`src/rtl/kbtbo_pkg.sv`:
```
package kbtbo_pkg;

   localparam int CSR_ADDR_W = 2;
   localparam logic [CSR_ADDR_W-1:0] CSR_BEST_MODE = 2'd0;

   localparam logic [1:0] CMD_PLACE    = 2'd0;
   localparam logic [1:0] CMD_WITHDRAW = 2'd1;
   localparam logic [1:0] CMD_QUERY    = 2'd2;

   localparam logic [1:0] ST_OK        = 2'd0;
   localparam logic [1:0] ST_FULL      = 2'd1;
   localparam logic [1:0] ST_NOT_FOUND = 2'd2;
   localparam logic [1:0] ST_EMPTY     = 2'd3;

   localparam int Q_DEPTH = 2;
   localparam int Q_PTR_W = 1;
   localparam int Q_FILL_W = 2;

   typedef struct packed {
      logic [1:0]         command;
      logic [15:0]        contractor_id;
      logic signed [31:0] offer_value;
   } req_word_type;

   typedef struct packed {
      logic signed [31:0] best_offer;
      logic [1:0]         status;
      logic [4:0]         bid_count;
   } rsp_word_type;

   typedef struct packed {
      logic [1:0]         kind;
      logic [15:0]        key;
      logic signed [31:0] offer;
   } op_type;

   typedef struct packed {
      logic   avail;
      op_type op;
   } q_head_type;

endpackage

```
`src/rtl/kbtbo_front.sv`:
```
module kbtbo_front #(
   parameter int KEY_W = 16
) (
   input  logic                    clock,
   input  logic                    reset,
   input  logic                    start,
   output logic                    busy,
   input  kbtbo_pkg::req_word_type req_word,
   output kbtbo_pkg::q_head_type   head,
   input  logic                    pop
);

   localparam logic [15:0] KEY_MASK = 16'((17'd1 << KEY_W) - 17'd1);

   kbtbo_pkg::op_type                  q_ff [kbtbo_pkg::Q_DEPTH];
   logic [kbtbo_pkg::Q_PTR_W-1:0]      wr_ptr_ff;
   logic [kbtbo_pkg::Q_PTR_W-1:0]      rd_ptr_ff;
   logic [kbtbo_pkg::Q_FILL_W-1:0]     fill_ff;
   logic [kbtbo_pkg::Q_FILL_W-1:0]     fill_in;
   logic                               push;
   logic                               do_pop;
   kbtbo_pkg::op_type                  op_in;

   // classify: unused codes stay as they are and are ignored downstream
   always_comb begin
      op_in.kind  = req_word.command;
      op_in.key   = req_word.contractor_id & KEY_MASK;
      op_in.offer = req_word.offer_value;
   end

   assign busy   = (fill_ff == kbtbo_pkg::Q_FILL_W'(kbtbo_pkg::Q_DEPTH));
   assign push   = start && !busy;
   assign do_pop = pop && (fill_ff != '0);

   always_comb begin
      fill_in = fill_ff;
      if (push && !do_pop) begin
         fill_in = fill_ff + kbtbo_pkg::Q_FILL_W'(1);
      end else if (do_pop && !push) begin
         fill_in = fill_ff - kbtbo_pkg::Q_FILL_W'(1);
      end
   end

   always_ff @(posedge clock) begin
      if (reset) begin
         wr_ptr_ff <= '0;
         rd_ptr_ff <= '0;
         fill_ff   <= '0;
      end else begin
         fill_ff <= fill_in;
         if (push) begin
            wr_ptr_ff <= wr_ptr_ff + kbtbo_pkg::Q_PTR_W'(1);
         end
         if (do_pop) begin
            rd_ptr_ff <= rd_ptr_ff + kbtbo_pkg::Q_PTR_W'(1);
         end
      end
   end

   always_ff @(posedge clock) begin
      if (push) begin
         q_ff[wr_ptr_ff] <= op_in;
      end
   end

   always_comb begin
      head.avail = (fill_ff != '0);
      head.op    = q_ff[rd_ptr_ff];
   end

endmodule

```
`src/rtl/kbtbo_back.sv`:
```
module kbtbo_back #(
   parameter int MAX_BIDS = 16,
   parameter int KEY_W    = 16
) (
   input  logic                    clock,
   input  logic                    reset,
   input  logic                    best_mode,
   input  kbtbo_pkg::q_head_type   head,
   output logic                    pop,
   output logic                    rsp_valid,
   output kbtbo_pkg::rsp_word_type rsp_word
);

   localparam int IDX_W = $clog2(MAX_BIDS);
   localparam int CNT_W = $clog2(MAX_BIDS + 1);
   localparam logic [IDX_W-1:0] LAST_IDX = IDX_W'(MAX_BIDS - 1);

   typedef enum logic [2:0] {
      S_IDLE = 3'b001,
      S_SCAN = 3'b010,
      S_DONE = 3'b100
   } state_type;

   state_type               state_ff, state_in;
   kbtbo_pkg::op_type       op_ff;

   logic [KEY_W-1:0]        key_mem [MAX_BIDS];
   logic signed [31:0]      off_mem [MAX_BIDS];
   logic [MAX_BIDS-1:0]     valid_ff, valid_in;
   logic [CNT_W-1:0]        count_ff, count_in;

   logic [IDX_W-1:0]        addr_ff;
   logic                    issue_ff;
   logic                    rd_go_ff;
   logic                    rd_last_ff;
   logic [IDX_W-1:0]        rd_idx_ff;
   logic                    rd_vld_ff;
   logic [KEY_W-1:0]        rd_key_ff;
   logic signed [31:0]      rd_off_ff;

   logic                    hit_ff, free_ff, have_ff;
   logic [IDX_W-1:0]        hit_idx_ff, free_idx_ff;
   logic signed [31:0]      best_ff;

   logic                    match, free_seen, better;
   logic                    mem_we;
   logic [IDX_W-1:0]        wr_idx;
   logic [1:0]              status;
   logic signed [31:0]      best_out;
   logic [CNT_W+4:0]        cnt_wide;

   logic                    rsp_valid_ff;
   kbtbo_pkg::rsp_word_type rsp_word_ff;

   assign pop = (state_ff == S_IDLE) && head.avail;

   assign match     = rd_go_ff && rd_vld_ff && !hit_ff && (rd_key_ff == op_ff.key[KEY_W-1:0]);
   assign free_seen = rd_go_ff && !rd_vld_ff && !free_ff;
   assign better    = rd_go_ff && rd_vld_ff &&
                      (!have_ff || (best_mode ? (rd_off_ff < best_ff) : (rd_off_ff > best_ff)));

   always_comb begin
      state_in = state_ff;
      case (state_ff)
         S_IDLE: begin
            if (head.avail) begin
               state_in = S_SCAN;
            end
         end
         S_SCAN: begin
            if (rd_go_ff && rd_last_ff) begin
               state_in = S_DONE;
            end
         end
         S_DONE: begin
            state_in = S_IDLE;
         end
         default: begin
            state_in = S_IDLE;
         end
      endcase
   end

   // write-back and result
   always_comb begin
      mem_we   = 1'b0;
      wr_idx   = hit_idx_ff;
      valid_in = valid_ff;
      count_in = count_ff;
      status   = kbtbo_pkg::ST_OK;
      best_out = '0;
      if (state_ff == S_DONE) begin
         case (op_ff.kind)
            kbtbo_pkg::CMD_PLACE: begin
               if (hit_ff) begin
                  mem_we = 1'b1;
               end else if (free_ff) begin
                  mem_we           = 1'b1;
                  wr_idx           = free_idx_ff;
                  valid_in[wr_idx] = 1'b1;
                  count_in         = count_ff + CNT_W'(1);
               end else begin
                  status = kbtbo_pkg::ST_FULL;
               end
            end
            kbtbo_pkg::CMD_WITHDRAW: begin
               if (hit_ff) begin
                  valid_in[wr_idx] = 1'b0;
                  count_in         = count_ff - CNT_W'(1);
               end else begin
                  status = kbtbo_pkg::ST_NOT_FOUND;
               end
            end
            kbtbo_pkg::CMD_QUERY: begin
               if (have_ff) begin
                  best_out = best_ff;
               end else begin
                  status = kbtbo_pkg::ST_EMPTY;
               end
            end
            default: begin
               status = kbtbo_pkg::ST_OK;
            end
         endcase
      end
   end

   assign cnt_wide = {5'b0, count_in};

   always_ff @(posedge clock) begin
      if (reset) begin
         state_ff     <= S_IDLE;
         valid_ff     <= '0;
         count_ff     <= '0;
         issue_ff     <= 1'b0;
         rd_go_ff     <= 1'b0;
         hit_ff       <= 1'b0;
         free_ff      <= 1'b0;
         have_ff      <= 1'b0;
         rsp_valid_ff <= 1'b0;
      end else begin
         state_ff     <= state_in;
         valid_ff     <= valid_in;
         count_ff     <= count_in;
         rd_go_ff     <= (state_ff == S_SCAN) && issue_ff;
         rsp_valid_ff <= (state_ff == S_DONE);
         if (pop) begin
            issue_ff <= 1'b1;
            hit_ff   <= 1'b0;
            free_ff  <= 1'b0;
            have_ff  <= 1'b0;
         end else begin
            if ((state_ff == S_SCAN) && issue_ff && (addr_ff == LAST_IDX)) begin
               issue_ff <= 1'b0;
            end
            if (match) begin
               hit_ff <= 1'b1;
            end
            if (free_seen) begin
               free_ff <= 1'b1;
            end
            if (better) begin
               have_ff <= 1'b1;
            end
         end
      end
   end

   always_ff @(posedge clock) begin
      if (pop) begin
         op_ff   <= head.op;
         addr_ff <= '0;
      end else if ((state_ff == S_SCAN) && issue_ff) begin
         addr_ff <= addr_ff + IDX_W'(1);
      end
      if (match) begin
         hit_idx_ff <= rd_idx_ff;
      end
      if (free_seen) begin
         free_idx_ff <= rd_idx_ff;
      end
      if (better) begin
         best_ff <= rd_off_ff;
      end
      rd_idx_ff  <= addr_ff;
      rd_last_ff <= (addr_ff == LAST_IDX);
      rd_vld_ff  <= valid_ff[addr_ff];
      if (state_ff == S_DONE) begin
         rsp_word_ff.best_offer <= best_out;
         rsp_word_ff.status     <= status;
         rsp_word_ff.bid_count  <= cnt_wide[4:0];
      end
   end

   // bid store
   always_ff @(posedge clock) begin
      if (mem_we) begin
         key_mem[wr_idx] <= op_ff.key[KEY_W-1:0];
         off_mem[wr_idx] <= op_ff.offer;
      end
      rd_key_ff <= key_mem[addr_ff];
      rd_off_ff <= off_mem[addr_ff];
   end

   assign rsp_valid = rsp_valid_ff;
   assign rsp_word  = rsp_word_ff;

endmodule

```
`src/rtl/keyed_bid_table_best_offer.sv`:
```
// each word is handled in turn by a scan of the whole store, one entry per cycle
// a two-word command queue takes starts while the scan runs; busy is high when it is full
// reset (synchronous, active high) empties the table, the queue and best_mode
// rsp_valid is a one-cycle strobe; the receiver cannot stall
module keyed_bid_table_best_offer #(
   parameter int MAX_BIDS        = 16,
   parameter int CONTRACTOR_BITS = 16
) (
   input  logic                                 clock,
   input  logic                                 reset,
   input  logic                                 start,
   output logic                                 busy,
   input  kbtbo_pkg::req_word_type              req_word,
   output logic                                 rsp_valid,
   output kbtbo_pkg::rsp_word_type              rsp_word,
   input  logic                                 psel,
   input  logic                                 penable,
   input  logic                                 pwrite,
   input  logic [kbtbo_pkg::CSR_ADDR_W-1:0]     paddr,
   input  logic [31:0]                          pwdata,
   output logic [31:0]                          prdata,
   output logic                                 pready
);

   localparam int KEY_W = (CONTRACTOR_BITS < 16) ? CONTRACTOR_BITS : 16;

   logic                  best_mode_ff;
   logic                  pop;
   kbtbo_pkg::q_head_type head;

   assign pready = 1'b1;

   always_ff @(posedge clock) begin
      if (reset) begin
         best_mode_ff <= 1'b0;
      end else if (psel && penable && pwrite && pready &&
                   (paddr == kbtbo_pkg::CSR_BEST_MODE)) begin
         best_mode_ff <= pwdata[0];
      end
   end

   assign prdata = (paddr == kbtbo_pkg::CSR_BEST_MODE) ? {31'b0, best_mode_ff} : '0;

   kbtbo_front #(
      .KEY_W (KEY_W)
   ) u_front (
      .clock    (clock),
      .reset    (reset),
      .start    (start),
      .busy     (busy),
      .req_word (req_word),
      .head     (head),
      .pop      (pop)
   );

   kbtbo_back #(
      .MAX_BIDS (MAX_BIDS),
      .KEY_W    (KEY_W)
   ) u_back (
      .clock     (clock),
      .reset     (reset),
      .best_mode (best_mode_ff),
      .head      (head),
      .pop       (pop),
      .rsp_valid (rsp_valid),
      .rsp_word  (rsp_word)
   );

endmodule

```
`config.mk`:
```
export PLATFORM = sky130hd
export DESIGN_NAME = keyed_bid_table_best_offer
export DESIGN_NICKNAME = d
export VERILOG_FILES = /design/src/rtl/kbtbo_pkg.sv /design/src/rtl/kbtbo_front.sv /design/src/rtl/kbtbo_back.sv /design/src/rtl/keyed_bid_table_best_offer.sv
export SDC_FILE = /design/constraint.sdc
export NUM_CORES = 1
export LEC_CHECK = 0
export ABC_CLOCK_PERIOD_IN_PS = 3940
export BUFFER_PORTS_ARGS = -buffer_cell sky130_fd_sc_hd__clkbuf_2
export CAP_MARGIN = 15
export CELL_PAD_IN_SITES_DETAIL_PLACEMENT = 1
export CELL_PAD_IN_SITES_GLOBAL_PLACEMENT = 1
export CORE_MARGIN = 5
export CORE_UTILIZATION = 49
export DETAILED_ROUTE_END_ITERATION = 8
export PLACE_DENSITY = 0.72
export SKIP_CTS_REPAIR_TIMING = 1
export SLEW_MARGIN = 20
export SYNTH_ARGS = -nofsm -noshare
export SYNTH_HDL_FRONTEND = slang
export SYNTH_SLANG_ARGS = --single-unit
```
`constraint.sdc`:
```
create_clock -name clock -period 3.94 [get_ports clock]
set_input_delay 0.394 -clock clock [delete_from_list [all_inputs] [get_ports clock]]
set_output_delay 0.394 -clock clock [all_outputs]
set_load 0.01 [all_outputs]
```
[After elaboration in Yosys (flattened, before gate mapping)]
Memories as Yosys holds them, arrays and structs flattened. A register that Yosys moved wholly into a read port is not among the register bits.
Index checks and enable logic that the tools add are counted.
Widths: inputs -> output; s select.
Storage, ports and cells
  memory bits (writable): 868
  output and inout port bits: 74
  register bits after elaboration: 124
  logic and storage cells: 134
  bits of input ports: 90
  memories kept: 3
Memory list
  u_back.off_mem: depth 16, width 32, rd ports 1, clocked after Yosys merged registers in 1, wr ports 1, line kbtbo_back.sv:28  | logic signed [31:0] off_mem [MAX_BIDS];
  u_back.key_mem: depth 16, width 16, rd ports 1, clocked after Yosys merged registers in 1, wr ports 1, line kbtbo_back.sv:27  | logic [KEY_W-1:0] key_mem [MAX_BIDS];
  u_front.q_ff: depth 2, width 50, rd ports 1, clocked after Yosys merged registers in 1, wr ports 1, line kbtbo_front.sv:15  | kbtbo_pkg::op_type q_ff [kbtbo_pkg::Q_DEPTH];
Operators by class
  magnitude comparators: 7
  muxes and demuxes: 41
  reduce and logical (&&, ||, !) cells: 37
  add/subtract/negate cells: 7
  bitwise operators: 3
  equal/unequal tests: 13
Operator list (number)
  $mux 16: 3
  $gt 32x32->1: 1
  $lt 32x32->1: 1
  $pmux 16 s2: 1
  $mux 5: 4
  $logic_and 1x1->1: 19
  $and 16x16->16: 1
  $eq 16x16->1: 1
  $mux 1: 16
  $mux 4: 4
  $not 16->16: 1
  $or 16x16->16: 1
  $lt 4x5->1 const B: 3
  $mux 2: 5
  $pmux 5 s2: 1
  $demux 1 s4: 2
  $ge 4x1->1 const B: 2
  $ne 2x1->1 const B: 4
  $reduce_bool 2->1: 4
  $logic_not 1->1: 7
  $mux 3: 2
  $pmux 2 s3: 1
  $pmux 3 s2: 1
  $add 5x1->5 const B: 1
  18 further kinds: 22

[Logic depth before layout (Yosys ltp)]
Gate-level depths: netlist (run 1).
  depth in word-level cells: 8
  mapped depth: 8
  gate-level depth less buffers: 8

[Hierarchy]
From an unflattened synthesis (run 1), not the netlist that was laid out.
Second synthesis, totals
  cell total of the unflattened synthesis: 1885
  area total of the unflattened synthesis: 40991.8 um^2
Modules (own cells, without submodules)
  kbtbo_back: times used 1, cells each 1663, seq. area each 28697.5 um^2, area an instance 36862.9 um^2
  kbtbo_front: times used 1, cells each 181, seq. area each 3103.0 um^2, area an instance 3814.9 um^2
  keyed_bid_table_best_offer: times used 1, cells each 41, seq. area each 20.0 um^2, area an instance 314.1 um^2

[Worst setup path before layout (run 1)]
No wires, ideal clock.
  path kind: register -> register
  start: reg, netlist name u_back.op_ff[49]
  end: mem u_back.key_mem[12][0] (enable)
  required time: 3486 ps
  period minus slack after synthesis: 3942 ps
  buffers on the path: 1
  setup slack: -2 ps
  stages on the path, launching flop included: 7
  data arrival time: 3489 ps
  setup time: 454 ps
  cells stage by stage: edfxtp_1 -> nor4b_4 -> nand2_1 -> buf_2 -> a21oi_1 -> nand2_1 -> nor2_1
Between the ends
  word-level cells in the longest chain between the ends: 5
  elaborated cells on any way between the ends: 7
  those cells by class: 6 x mux; 1 x reduce/logical
Ends and longest elaborated chain
  $logic_not 2->1 *: line kbtbo_back.sv:93  | case (op_ff.kind)
  $mux 1: line kbtbo_back.sv:93
  $mux 1: line kbtbo_back.sv:92  | if (state_ff == S_DONE) begin
  $mux 1: line kbtbo_back.sv:197  | if (mem_we) begin
  $mux 1 (implied by the code): line kbtbo_back.sv:198  | key_mem[wr_idx] <= op_ff.key[KEY_W-1:0];
  end: declaration: line kbtbo_back.sv:27
Mark *: on every way between the ends. The rest lies on a longest branch, timed or not.

[Final worst setup path (run 1)]
  start: reg u_back.best_ff[19]
  end: reg u_back.best_ff[23] (enable)
Between the ends
  word-level cells in the longest chain between the ends: 4
  elaborated cells on any way between the ends: 5
  those cells by class: 2 x order compare; 1 x mux; 2 x reduce/logical
Ends and longest elaborated chain
  start: declaration: line kbtbo_back.sv:43  | logic signed [31:0] best_ff;
  start signal: assignment: line kbtbo_back.sv:183  | best_ff <= rd_off_ff;
  $gt 32x32->1 or $lt 32x32->1 (tied branches): line kbtbo_back.sv:60  | (!have_ff || (best_mode ? (rd_off_ff < best_ff) : (rd_off_ff > best_ff)));
  $mux 1 *: line kbtbo_back.sv:60
  $logic_or 1x1->1 *: line kbtbo_back.sv:60
  $logic_and 1x1->1 *: line kbtbo_back.sv:59  | assign better = rd_go_ff && rd_vld_ff &&
  net u_back.better: line kbtbo_back.sv:45  | logic match, free_seen, better;
Mark *: on every way through the listed nets, which the timed path passes. The rest lies on a longest branch.
A chain may end at the register's enable or synchronous reset.

==> results of run 1 <==
-- report_power, final --
group / internal [W] / leakage [nW] / switching (W)
clock network: 0.00630 / 1.84 / 0.00436
logic: 0.000758 / 3.51 / 0.000979
registers: 0.0144 / 9.79 / 0.00118
total: 0.0215 / 15.1 / 0.00653
-- worst max path at each step --
| stage | start | end | slack [ps] |
|---|---|---|---|
| floorplan | u_back.op_ff[49] | u_back.key_mem[12][0] | -2 |
| global placement | u_back.best_ff[19] | u_back.best_ff[19] | 650 |
| detailed placement | u_back.best_ff[17] | u_back.best_ff[17] | 590 |
| CTS | u_back.best_ff[22] | u_back.best_ff[13] | 540 |
| global route | u_back.best_ff[19] | u_back.best_ff[23] | 420 |
| finish | u_back.best_ff[19] | u_back.best_ff[23] | 630 |
-- kinds of logic after synthesis --
family	after synthesis	share of synthesized area, %
buf+inv	156	2.02
xor+xnor	27	0.578
fa+ha+maj	36	1.10
compound gates	65	1.06
flops	1090	77.7
simple gates	212	2.59
other cells	2	0.0183
mux	299	15.0
-- per-stage QoR --
stage	util, %	hold WS, ps	cell area [sq um]	setup TNS, ps
2_1_floorplan	-	326	41000	-228
3_3_place_gp	51.8	410	43100	0
3_5_place_dp	51.8	418	43100	0
4_1_cts	56.3	-128	46900	0
5_1_grt	56.9	92.2	47400	0
6_report	56.9	91.3	47400	0
-- layout make-up --
cell class                 count  area (sq um)  area share, %
sequential                  1090         31800           67.1
clock inverter                61           724           1.53
inverter                      43           161          0.341
timing repair buffer         200          1740           3.67
multi-input combinational    671          8560           18.1
tap                         1080          1350           2.85
clock buffer                 147          3040           6.42
-- state kept, by name, indices dropped and copies added, names as in the netlist, 2 cells and up --
signal	count
u_back.addr_ff	4
u_back.off_mem	512
u_front.fill_ff	2
u_back.rsp_word	39
u_back.valid_ff	16
u_back.rd_key_ff	16
u_back.best_ff	32
u_back.hit_idx_ff	4
u_back.state_ff	3
u_front.q_ff	100
u_back.key_mem	256
u_back.op_ff	50
u_back.count_ff	5
u_back.rd_off_ff	32
u_back.rd_idx_ff	4
u_back.free_idx_ff	4
-- synthesized netlist by cell type, types with 3 or more instances --
| cell type | number | share of area [%] |
|---|---|---|
| nand3_1 | 9 | 0.11 |
| nor3b_1 | 5 | 0.092 |
| buf_2 | 14 | 0.17 |
| nor4_1 | 4 | 0.061 |
| buf_4 | 32 | 0.59 |
| mux2_2 | 50 | 1.4 |
| clkbuf_1 | 47 | 0.43 |
| and3_1 | 3 | 0.046 |
| nor2b_1 | 15 | 0.23 |
| ha_1 | 36 | 1.1 |
| a21oi_1 | 22 | 0.27 |
| and2_1 | 3 | 0.046 |
| nand2_1 | 39 | 0.36 |
| buf_1 | 6 | 0.055 |
| inv_1 | 42 | 0.39 |
| xnor2_1 | 6 | 0.13 |
| nand4_1 | 10 | 0.15 |
| o21ai_0 | 4 | 0.049 |
| dfxtp_1 | 93 | 4.5 |
| xor2_1 | 21 | 0.45 |
| a21o_1 | 6 | 0.11 |
| edfxtp_1 | 997 | 73 |
| mux4_2 | 245 | 13 |
| and4_1 | 3 | 0.064 |
| mux2i_1 | 4 | 0.098 |
| a22oi_1 | 13 | 0.24 |
| buf_6 | 14 | 0.39 |
| nor2_1 | 62 | 0.57 |
| nand2b_1 | 5 | 0.076 |
| nor3_1 | 45 | 0.55 |
| a211oi_1 | 3 | 0.055 |
-- worst register-to-register path, cell delays in order (launching register included) --
cell	delay [ps]
edfxtp_1	370
inv_1	90
ha_1	250
a21oi_1	120
o21ai_0	110
a221o_1	400
a2111oi_1	700
o2bb2ai_1	190
and3b_1	510
buf_12	250
-- per-layer routing --
metal  vias up  routed length (microns)  track usage [%]
li1       8136                        -                -
met1     10200                    37300             27.5
met2       586                    46200             34.2
met3        95                     5070             3.26
met4         0                     1100             3.99
met5         -                        0                0
==> results.tsv, run 1 <==
stage	metric	value	unit
die	core area	83300	sq um
worst_hold_path	Worst Hold Depth	4	
critical_path	RR Endpoint	u_back.best_ff[23]	
drt	DRC viols	0	
sta	RSZ-0062 raised after global routing	no	
sta	final count of negative-setup-slack endpoints	0	
clock_network	total CTS buffers	109	
sta	crit share post-route	83.9	%
sta	f_max	302	MHz
yosys	Synth cell types	54	
yosys	cell area after synthesis	40900	sq um
yosys	Yosys warning total	0	
finish	FILL cells	7100	
sta	Final Hold Viols	0	
yosys	ys flop type	edfxtp_1	
drt	total wire length	89.6	mm
global_route	largest net degree at the start of global routing	62	
yosys	Yosys reg bits	1090	
clock_network	root buffer cell	clkbuf_16	
yosys	Synth Instances	1887	
critical_path	R2R cell count	9	
critical_path	crit path max fanout	23	
die	# rows	106	
critical_path	Worst Setup Start Kind	flip-flop	
worst_hold_path	HP Class	input port to flip-flop	
global_route	vias in the first global route	20600	
critical_path	Crit Path Class	flip-flop to flip-flop	
clock_network	H-tree levels	3	
finish	Final Net Count	2241	
finish	layout cells sized above 1	29.5	%
global_route	global-route wire length before repair	134	mm
drt	vias per inst	5.76	
clock_network	CTS tree	done	
finish	area grow syn2layout	15.8	%
global_route	initial antenna violation count	1	
critical_path	WP buf/inv	2	
die	starting density of the core	49.1	%
pwr	Pleak	15.1	nW
sta	fin crit period	3310	ps
placement	dpl ws	589	ps
drt	DR WL/cell	27.2	microns
critical_path	critical path's largest stage delay	700	ps
critical_path	CP required	4310	ps
global_route	All-Layer GR Usage	19.9	%
finish	Antenna Cells	0	
finish	commonest cells after routing, fill and taps aside	997 x edfxtp_1, 245 x mux4_2, 111 x clkbuf_16	
clock_network	clk slew on worst S/H paths	60	ps
die	IO Pins	164	
placement	PortBufs	100	
sta	final worst slack	634	ps
run_status	status	complete, no violations	
worst_hold_path	hold path start	penable	
die	height of the die	299	microns
sta	Worst-Margin Slew	1130	ps
finish	most common cell after layout, fill and taps aside	edfxtp_1	
drt	Via Count	19000	
drt	initial drt markers	1553	
clock_network	Clock Latency Late Sink	670	ps
yosys	number of synthesized flops with an enable pin	997	
drt	First-pass DRT Iterations	5	
critical_path	CP delay by family, top	compound AO/OA/AOI/OAI gates	
flow_run	Max Cap Viol	0	
yosys	post-synthesis area per instance	21.7	sq um
placement	RePlAce Congestion	0.781	
clock_network	clk sinks	1090	
critical_path	crit-path cells	inv_1 -> ha_1 -> a21oi_1 -> o21ai_0 -> a221o_1 -> a2111oi_1 -> o2bb2ai_1 -> and3b_1 -> buf_12	
placement	placed cells	3033	
yosys	Seq/Total Area, Yosys	77.7	%
finish	Final Non-Filler Cells	3292	
sta	final slew viol count	0	
critical_path	Critical Path Slowest Stage Cell	a2111oi_1	
clock_network	maximum clock insertion buffer count	3	
critical_path	Crit Reg-Reg Startpoint	u_back.best_ff[19]	
pwr	total power draw	0.0280	W
global_route	total grt overflow	0	
worst_hold_path	hold endpoint	best_mode_ff	
critical_path	number of cells on the critical path	9	
critical_path	Crit. End Element	flip-flop	
sta	Worst Clk Skew	29.2	ps
sta	Rel. slew slack	24.2	%
die	die width	299	microns
drt	Routed Antenna Nets	0	
pwr	pwr dens	591	nW/um^2
pwr	worst vdd ir	454	uV
yosys	asr flop ratio synth	0	%
die	DIE AREA	89400	sq um
placement	DPL Wire Length	49.7	mm
critical_path	CP arrival	3670	ps
critical_path	reg-to-reg slack, setup	630	ps
No activity file was read; power rests on OpenSTA's default activity.
==> run 2: changes to the inputs <==
--- a/config.mk
+++ b/config.mk
@@ -5,15 +5,16 @@
 export SDC_FILE = /design/constraint.sdc
 export NUM_CORES = 1
 export LEC_CHECK = 0
-export ABC_CLOCK_PERIOD_IN_PS = 3940
+export ABC_AREA = 1
+export ABC_CLOCK_PERIOD_IN_PS = 3250
 export BUFFER_PORTS_ARGS = -buffer_cell sky130_fd_sc_hd__clkbuf_2
 export CAP_MARGIN = 15
 export CELL_PAD_IN_SITES_DETAIL_PLACEMENT = 1
 export CELL_PAD_IN_SITES_GLOBAL_PLACEMENT = 1
 export CORE_MARGIN = 5
-export CORE_UTILIZATION = 49
+export CORE_UTILIZATION = 50
 export DETAILED_ROUTE_END_ITERATION = 8
-export PLACE_DENSITY = 0.72
+export PLACE_DENSITY = 0.75
 export SKIP_CTS_REPAIR_TIMING = 1
 export SLEW_MARGIN = 20
 export SYNTH_ARGS = -nofsm -noshare
==> constraint.sdc (replaced) <==
create_clock -name clock -period 3.25 [get_ports clock]
set_input_delay 0.325 -clock clock [delete_from_list [all_inputs] [get_ports clock]]
set_output_delay 0.325 -clock clock [all_outputs]
set_load 0.01 [all_outputs]
==> run 2 against run 1 <==
- sequential share of layout area shrank 0.64 points
- total power is 28% higher
- worst hold slack better by 160 ps
- non-clock buffer count is 37 higher
- critical path type unchanged
- via count up 41%
- critical path depth is 3 lower
- highest routed layer is now met5
- die area down 0.22%
- area after synthesis grew 1.8%
- combinational power rose to 2.5 times the previous value
- count of clock-buffer cells in the layout fell by 15
- clock power grew 16%
- largest cell class unchanged
- cell area grew 0.94%
==> results.tsv, run 2 <==
stage	metric	value	unit
finish	commonest cells after routing, fill and taps aside	997 x edfxtp_1, 451 x nor2_1, 436 x o21ai_0	
sta	final slew viol count	0	
drt	DRC viols	0	
drt	Routed Antenna Nets	0	
critical_path	Crit Reg-Reg Startpoint	u_back.op_ff[49]	
sta	Final Hold Viols	0	
clock_network	H-tree levels	3	
critical_path	crit path max fanout	17	
worst_hold_path	hold endpoint	u_back.rd_go_ff	
critical_path	reg-to-reg slack, setup	300	ps
placement	DP Area	43800	sq um
flow_run	Max Cap Viol	0	
yosys	number of synthesized flops with an enable pin	997	
die	DIE AREA	89200	sq um
finish	Regs by FF count	u_back.off_mem: 512 flops, u_back.key_mem: 256 flops, u_front.q_ff: 100 flops	
pwr	total power draw	0.0360	W
yosys	cell area after synthesis	41700	sq um
pwr	Pleak	16.6	nW
yosys	Yosys reg bits	1090	
global_route	vias in the first global route	28500	
critical_path	Crit Path Class	flip-flop to flip-flop	
worst_hold_path	hold path start	reset	
drt	Via Count	26700	
critical_path	Crit. End Element	flip-flop	
yosys	Yosys warning total	0	
sta	final count of negative-setup-slack endpoints	0	
finish	most common cell after layout, fill and taps aside	edfxtp_1	
sta	final worst slack	302	ps
die	core area	82400	sq um
yosys	cell taking the most area after synthesis	edfxtp_1	
finish	area grow syn2layout	14.8	%
global_route	largest net degree at the start of global routing	203	
critical_path	critical path's largest stage delay	500	ps
yosys	Synth cell types	45	
clock_network	Clock Latency Late Sink	670	ps
worst_hold_path	Worst Hold Depth	2	
clock_network	total CTS buffers	107	
pwr	pwr dens	752	nW/um^2
yosys	Synth Instances	3113	
run_status	status	complete, no violations	
yosys	ys flop type	edfxtp_1	
die	# rows	105	
pwr	worst vdd ir	429	uV
critical_path	crit-path cells	nor2_2 -> nand3_4 -> o21ai_0 -> nand2_1 -> nor2_4 -> buf_4	
die	die width	299	microns
sta	fin crit period	2950	ps
critical_path	Worst Setup Start Kind	flip-flop	
worst_hold_path	HP Class	input port to flip-flop	
yosys	Seq/Total Area, Yosys	76.3	%
global_route	All-Layer GR Usage	25.5	%
clock_network	CTS tree	done	
critical_path	R2R cell count	6	
global_route	total grt overflow	0	
die	height of the die	299	microns
critical_path	Critical Path Slowest Stage Cell	edfxtp_1	
sta	Rel. slew slack	30.7	%
global_route	initial antenna violation count	6	
finish	largest register by flop count	u_back.off_mem	
drt	vias per inst	6.01	
global_route	routing usage on met3	4.40	%
yosys	asr flop ratio synth	0	%
drt	First-pass DRT Iterations	7	
sta	Worst Clk Skew	24.5	ps
clock_network	clk slew on worst S/H paths	60	ps
sta	Worst-Margin Slew	1040	ps
yosys	most common cell in the netlist	edfxtp_1	
clock_network	clk sinks	1090	
critical_path	CP arrival	3250	ps
global_route	global-route wire length before repair	174	mm
die	starting density of the core	50.6	%
global_route	busiest grt layer	met2	
sta	Setup Total Neg Slack	0	ps
sta	crit share post-route	90.7	%
yosys	ranking of synthesized cells by area	edfxtp_1 72%, o21ai_0 5.2%, dfxtp_1 4.5%	
global_route	M2 GR Usage	44.0	%
sta	RSZ-0062 raised after global routing	no	
yosys	Post-synth top cells	997 x edfxtp_1, 471 x nor2_1, 436 x o21ai_0	
critical_path	CP required	3550	ps
drt	total wire length	116	mm
finish	layout cells sized above 1	11.6	%
critical_path	RR Endpoint	u_back.key_mem[10][10]	
die	IO Pins	164	
yosys	post-synthesis area per instance	13.4	sq um
global_route	grt met1 use	32.8	%
clock_network	root buffer cell	clkbuf_16	
placement	RePlAce Congestion	0.790	
clock_network	maximum clock insertion buffer count	3	
finish	Final Net Count	3409	
finish	max reg flops	512	
placement	DPL Wire Length	64.2	mm
sta	f_max	339	MHz
placement	dpl ws	386	ps
placement	PortBufs	100	
yosys	Yosys top cell area share	71.8	%
drt	DR WL/cell	26.2	microns
finish	design area	47800	sq um
drt	initial drt markers	2633	
[run 2: layout make-up]
cell class,instances,area [sq um]
Multi-Input combinational cell,1737,8790
Tap cell,1070,1340
Clock buffer,132,2870
Sequential cell,1090,31800
Clock inverter,66,632
Inverter,110,429
Fill cell,7928,34500
Antenna cell,2,5.00
Timing Repair Buffer,237,1970
[run 2: worst max-delay path: cells and delay by family (launching register included)]
family	cells	cell delay [ps]
compound gates	1	490
flops	1	500
simple gates	4	1190
buf+inv	1	400
[run 2: worst max path at each step]
stage | from | end | slack, ps | cells past startpoint
after global placement | u_back.op_ff[49] | u_back.off_mem[1][7] | 530 | 6
after global routing | u_back.op_ff[49] | u_back.key_mem[9][5] | 210 | 6
after floorplan | u_back.state_ff[1] | u_back.key_mem[2][0] | 30 | 7
after CTS | u_back.op_ff[49] | u_back.key_mem[9][5] | 330 | 6
after detailed placement | u_back.op_ff[49] | u_back.key_mem[9][3] | 390 | 6
final | u_back.op_ff[49] | u_back.key_mem[10][10] | 300 | 6
[run 2: power by group]
part           internal [W]  switching, W
Sequential           0.0178       0.00148
Combinational       0.00114       0.00324
Clock               0.00706       0.00530
[run 2: metal layers]
layer	vias to the layer above	part of all wire (%)
li1	11700	-
met2	1118	50
met5	-	0.011
met1	13600	39
met4	2	3.7
met3	266	7.1
[run 2: through the flow]
step / utilization, % / hold slack, ps / cells
finish: 58.1 / 252 / 4444
global route: 58.1 / 256 / 4442
CTS: 57.4 / -184 / 4389
detailed placement: 53.2 / 401 / 4191
global placement: 53.2 / 388 / 4191
floorplan: - / 356 / 3143
[run 2: cell families after synthesis]
family / Yosys count / share of synthesized area, %
buffers and inverters: 316 / 3.26
adders and majority gates: 36 / 1.08
AOI/OAI and AO/OA: 730 / 10.2
other: 2 / 0.0180
DFF: 1090 / 76.3
xor gates and xnor gates: 11 / 0.231
and+or+nand+nor: 928 / 8.93
